==> config.mk <==
export PLATFORM = sky130hd
export DESIGN_NAME = epcd_edge_ram
export DESIGN_NICKNAME = d
export VERILOG_FILES = /design/src/hdl/epcd_pkg.sv /design/src/hdl/epcd_edge_ram.sv
export SDC_FILE = /design/constraint.sdc
export NUM_CORES = 2
export LEC_CHECK = 0
export ABC_AREA = 1
export BUFFER_PORTS_ARGS = -buffer_cell sky130_fd_sc_hd__buf_2
export CORE_ASPECT_RATIO = 0.6
export CORE_MARGIN = 2
export CORE_UTILIZATION = 55
export DETAILED_ROUTE_END_ITERATION = 7
export GPL_TIMING_DRIVEN = 1
export PLACE_DENSITY = 0.7
export SYNTH_ARGS = -nofsm -noshare
export SYNTH_HDL_FRONTEND = slang
export SYNTH_SLANG_ARGS = --single-unit
==> constraint.sdc <==
create_clock -name clock -period 2.6 [get_ports clock]
set_clock_uncertainty 0.05 [all_clocks]
set_input_delay 0.26 -clock clock [delete_from_list [all_inputs] [get_ports clock]]
set_output_delay 0.26 -clock clock [all_outputs]
set_load 0.01 [all_outputs]
==> src/hdl/epcd_pkg.sv <==
// package for the directed euler path / circuit checker
// holds sizes, transaction structs and sequencer state codes; no dependencies
`timescale 1ns / 1ps
package epcd_pkg;
   localparam int NODE_COUNT    = 64;
   localparam int EDGE_CAPACITY = 256;
   localparam int NODE_W  = 6;
   localparam int NIDX_W  = $clog2(NODE_COUNT);
   localparam int EIDX_W  = $clog2(EDGE_CAPACITY);
   localparam int ECNT_W  = $clog2(EDGE_CAPACITY + 1);
   localparam int DEG_W   = ECNT_W;

   localparam logic OP_ADD  = 1'b0;
   localparam logic OP_EVAL = 1'b1;

   typedef struct packed {
      logic              operation;
      logic [NODE_W-1:0] src_node;
      logic [NODE_W-1:0] dst_node;
   } req_type;

   typedef struct packed {
      logic has_path;
      logic has_circuit;
      logic overflowed;
   } rsp_type;

   typedef enum logic [7:0] {
      ST_IDLE   = 8'b00000001,
      ST_FIND   = 8'b00000010,
      ST_SWEEP  = 8'b00000100,
      ST_CHECK  = 8'b00001000,
      ST_REPLY  = 8'b00010000,
      ST_CLEAR  = 8'b00100000,
      ST_EWAIT  = 8'b01000000,
      ST_ADD    = 8'b10000000
   } state_type;
endpackage

==> src/hdl/epcd_edge_ram.sv <==
// edge store: one write port, one registered read port
// depends on epcd_pkg for sizes
`timescale 1ns / 1ps
module epcd_edge_ram (
   input  logic                          clock,
   input  logic                          wr_en,
   input  logic [epcd_pkg::EIDX_W-1:0]   wr_addr,
   input  logic [2*epcd_pkg::NODE_W-1:0] wr_data,
   input  logic [epcd_pkg::EIDX_W-1:0]   rd_addr,
   output logic [2*epcd_pkg::NODE_W-1:0] rd_data
);
   import epcd_pkg::*;

   logic [2*NODE_W-1:0] mem [EDGE_CAPACITY];

   // write and registered read
   always_ff @(posedge clock) begin
      if (wr_en) begin
         mem[wr_addr] <= wr_data;
      end
      rd_data <= mem[rd_addr];
   end
endmodule

==> impl_metrics.env <==
export IMPL_core_um2=226000
export IMPL_status="complete, no violations"
export IMPL_final_cells=13900
export IMPL_htreeDepth=5
export IMPL_vias=86600
export IMPL_reg2reg_depth=10
export IMPL_rows=135
export IMPL_synth_top_cell_by_area="edfxtp_1"
export IMPL_max_clock_path_buffers=4
export IMPL_dp_hpwl_um=229000
export IMPL_cp_arrival_ns=3.09
export IMPL_overflow=0
export IMPL_dp_cells=13400
export IMPL_wl_um=371000
export IMPL_path_max_fanout=45
export IMPL_timing_fmax_mhz=422
export IMPL_switching_power_mw=23.2
export IMPL_leakage_nw=50.3
export IMPL_syn_area_per_cell_um2=12.1
export IMPL_drc=0
export IMPL_grt_max_degree=117
export IMPL_p_sw_share_pct=22.7
export IMPL_cts_tree="yes"
export IMPL_reg2reg_to="rd_data[5]"
export IMPL_syn_nets=10300
export IMPL_synth_top_area_share_pct=73.9
export IMPL_die_h_um=373
export IMPL_synth_area_top_cells="edfxtp_1 74%, nand3_1 12%, nand2_1 9.5%"
export IMPL_drv_cap=0
export IMPL_synthTopCellsByCount="3167 x nand2_1, 3072 x edfxtp_1, 3027 x nand3_1"
export IMPL_cp_required_ns=3.32
export IMPL_grt_pass1_vias=80600
export IMPL_slew_headroom_pct=29.3
export IMPL_synth_seq_area_share_pct=74.1
export IMPL_clock_latency_ns=0.85
export IMPL_gp_congestion=0.905
export IMPL_setup_violations=0
export IMPL_hold_viol_final=0
export IMPL_port_buffers=41
export IMPL_min_to="mem[33][11]"
export IMPL_boundaryPins=42
export IMPL_power_frac_clock_pct=39.2
export IMPL_grt_usage_pct=31.8
export IMPL_netlist_instances=10300
export IMPL_cts_buffers=279
export IMPL_syn_to_final_growth_pct=13.3
export IMPL_synth_cell_types=15
export IMPL_min_path_type="input pin to flip-flop"
export IMPL_dieArea_um2=231000
export IMPL_grt_antenna_before_repair=25
export IMPL_min_from="wr_addr[7]"
export IMPL_seqPwrFrac_pct=53.7
export IMPL_syn_area_um2=125000
export IMPL_critPathKind="input pin to flip-flop"
export IMPL_powerDensity_nw_per_um2=722
export IMPL_die_w_um=619
export IMPL_clk_pin_slew_worst_paths_ns=0.06
export IMPL_postRouteAntennaNets=0
export IMPL_clock_sinks=3084
export IMPL_critical_path_startpoint_type="input pin"
export IMPL_fin_crit_ns=2.37
export IMPL_power_total_mw=102
export IMPL_peakVddDrop_uv=566
export IMPL_reg2reg_from="mem[131][5]"
export IMPL_grt_setup_unrepaired="no"
export IMPL_wl_per_cell_um=26.7
export IMPL_p_int_mw=79.0
export IMPL_synth_edf_count=3072
export IMPL_grt_pass1_wl_um=542000
export IMPL_fin_crit_sh_pct=91.2
export IMPL_min_path_cells=5
export IMPL_routed_via_density=6.22
export IMPL_post_synth_top_count_cell="nand2_1"
export IMPL_drive_above_1_share_pct=10.9
export IMPL_worstMarginPinSlew_ns=1.06
export IMPL_drt_iter0_drc=15700
export IMPL_async_flop_share_pct=0
export IMPL_rrSetupSlack_ns=0.39
export IMPL_cts_root_buffer="clkbuf_16"
export IMPL_slew_viol_final=0
export IMPL_drtPass1Iterations=7
export IMPL_layout_nets=10700
export IMPL_synth_seq_cells=3084
export IMPL_post_cts_resized=0
export IMPL_initial_core_util_pct=55.3
export IMPL_comb_power_share_pct=7.1
export IMPL_synth_ff_type="edfxtp_1"
export IMPL_cp_end_kind="flip-flop"
export IMPL_yosys_warnings=0
## layer usage
| layer | GRT usage (%) | vias up | wire, µm |
|---|---|---|---|
| met2 | 43.7 | 6405 | 156000 |
| li1 | - | 37500 | - |
| met4 | 9.34 | 14 | 11100 |
| met3 | 9.53 | 677 | 58700 |
| met1 | 48.7 | 42000 | 146000 |
| met5 | 0 | - | 92 |
## what timing repair did
item | 4_1_cts | 5_1_grt
endpoints found under the setup margin | 0 | 0
endpoints found under the hold margin | 580 | 0
hold buffers | 13 | 0
setup buffers | 0 | 0
## power groups by stage
stage | registers [mW] | clock network [mW] | logic (mW)
3_5_place_dp | 55.9 | 0 | 7.03
4_1_cts | 54.8 | 40.2 | 7.08
5_1_grt | 54.8 | 42.1 | 7.68
2_1_floorplan | 55.9 | 0 | 3.44
6_report | 54.8 | 40.1 | 7.29
3_3_place_gp | 55.9 | 0 | 6.91
## cell type report
type                    instances  area, µm²
flip-flops and latches       3084      92500
fillers                     16600      84100
multi-input cells            6477      28100
repair buffers                822       8380
clock buffers                 358       7530
well taps                    3014       3770
clock inverters               123       1030
inverters                      39        185
diodes                         15       37.5
## cell usage in the layout (no fill, tap or decap)
cell           instances
buf_12               169
buf_2                 24
buf_4                600
buf_8                 15
bufinv_16             18
clkbuf_1              65
clkbuf_16            289
clkbuf_8               5
clkinv_1              53
clkinv_2              43
clkinv_4               2
clkinvlp_4             5
dfxtp_1               12
diode_2               15
dlygate4sd3_1         13
edfxtp_1            3072
inv_1                 33
inv_16                 1
inv_2                  1
inv_4                  1
inv_6                  3
inv_8                  2
nand2_1             3161
nand2_2                6
nand3_1             3027
nor2_1               283
## critical path, cell delays in order
cell and delay [ns]:
buf_8 0.16, inv_16 0.20, buf_12 0.28, buf_4 0.38, nand2_1 0.11, nand3_1 0.08, nand3_1 0.08, nand3_1 0.26
nand3_1 0.28, nand3_1 0.28, nand3_1 0.26, nand2_1 0.19, nand2_1 0.08, nand2_1 0.10
## worst max-delay path by stage
stage / start / end / cells after the start
6_report: rd_addr[0] / rd_data[5] / 14
5_1_grt: rd_addr[0] / rd_data[11] / 15
4_1_cts: rd_addr[0] / rd_data[5] / 14
3_5_place_dp: rd_addr[0] / rd_data[5] / 14
3_3_place_gp: rd_addr[0] / rd_data[11] / 15
2_1_floorplan: wr_en / mem[162][0] / 4
## logic make-up (layout without fill, tap and decap cells)
kind of cell / count (synthesis) / count (layout) / share of synthesized area [%]
buf+inv: 750 / 1342 / 3.44
flops: 3084 / 3084 / 74.1
simple gates: 6477 / 6477 / 22.5
other cells: 0 / 15 / 0
## sequential cells by signal, indices dropped and copies added, names as in the netlist
register / count
mem: 3072
rd_data: 12
## per-stage QoR
stage                     utilization [%]  setup TNS (ns)  area (µm²)  setup slack (ns)  hold slack (ns)
after floorplan                         -               0      125000             0.623            0.309
after global placement               58.9           -2.82      133000            -0.421            0.644
after detailed placement             58.9           -3.00      133000            -0.444            0.647
after CTS                            62.7               0      141000             0.414            0.142
after global routing                 62.7               0      142000             0.255            0.199
final                                62.7               0      142000             0.229            0.195
Power figures use the tool's default switching activity.
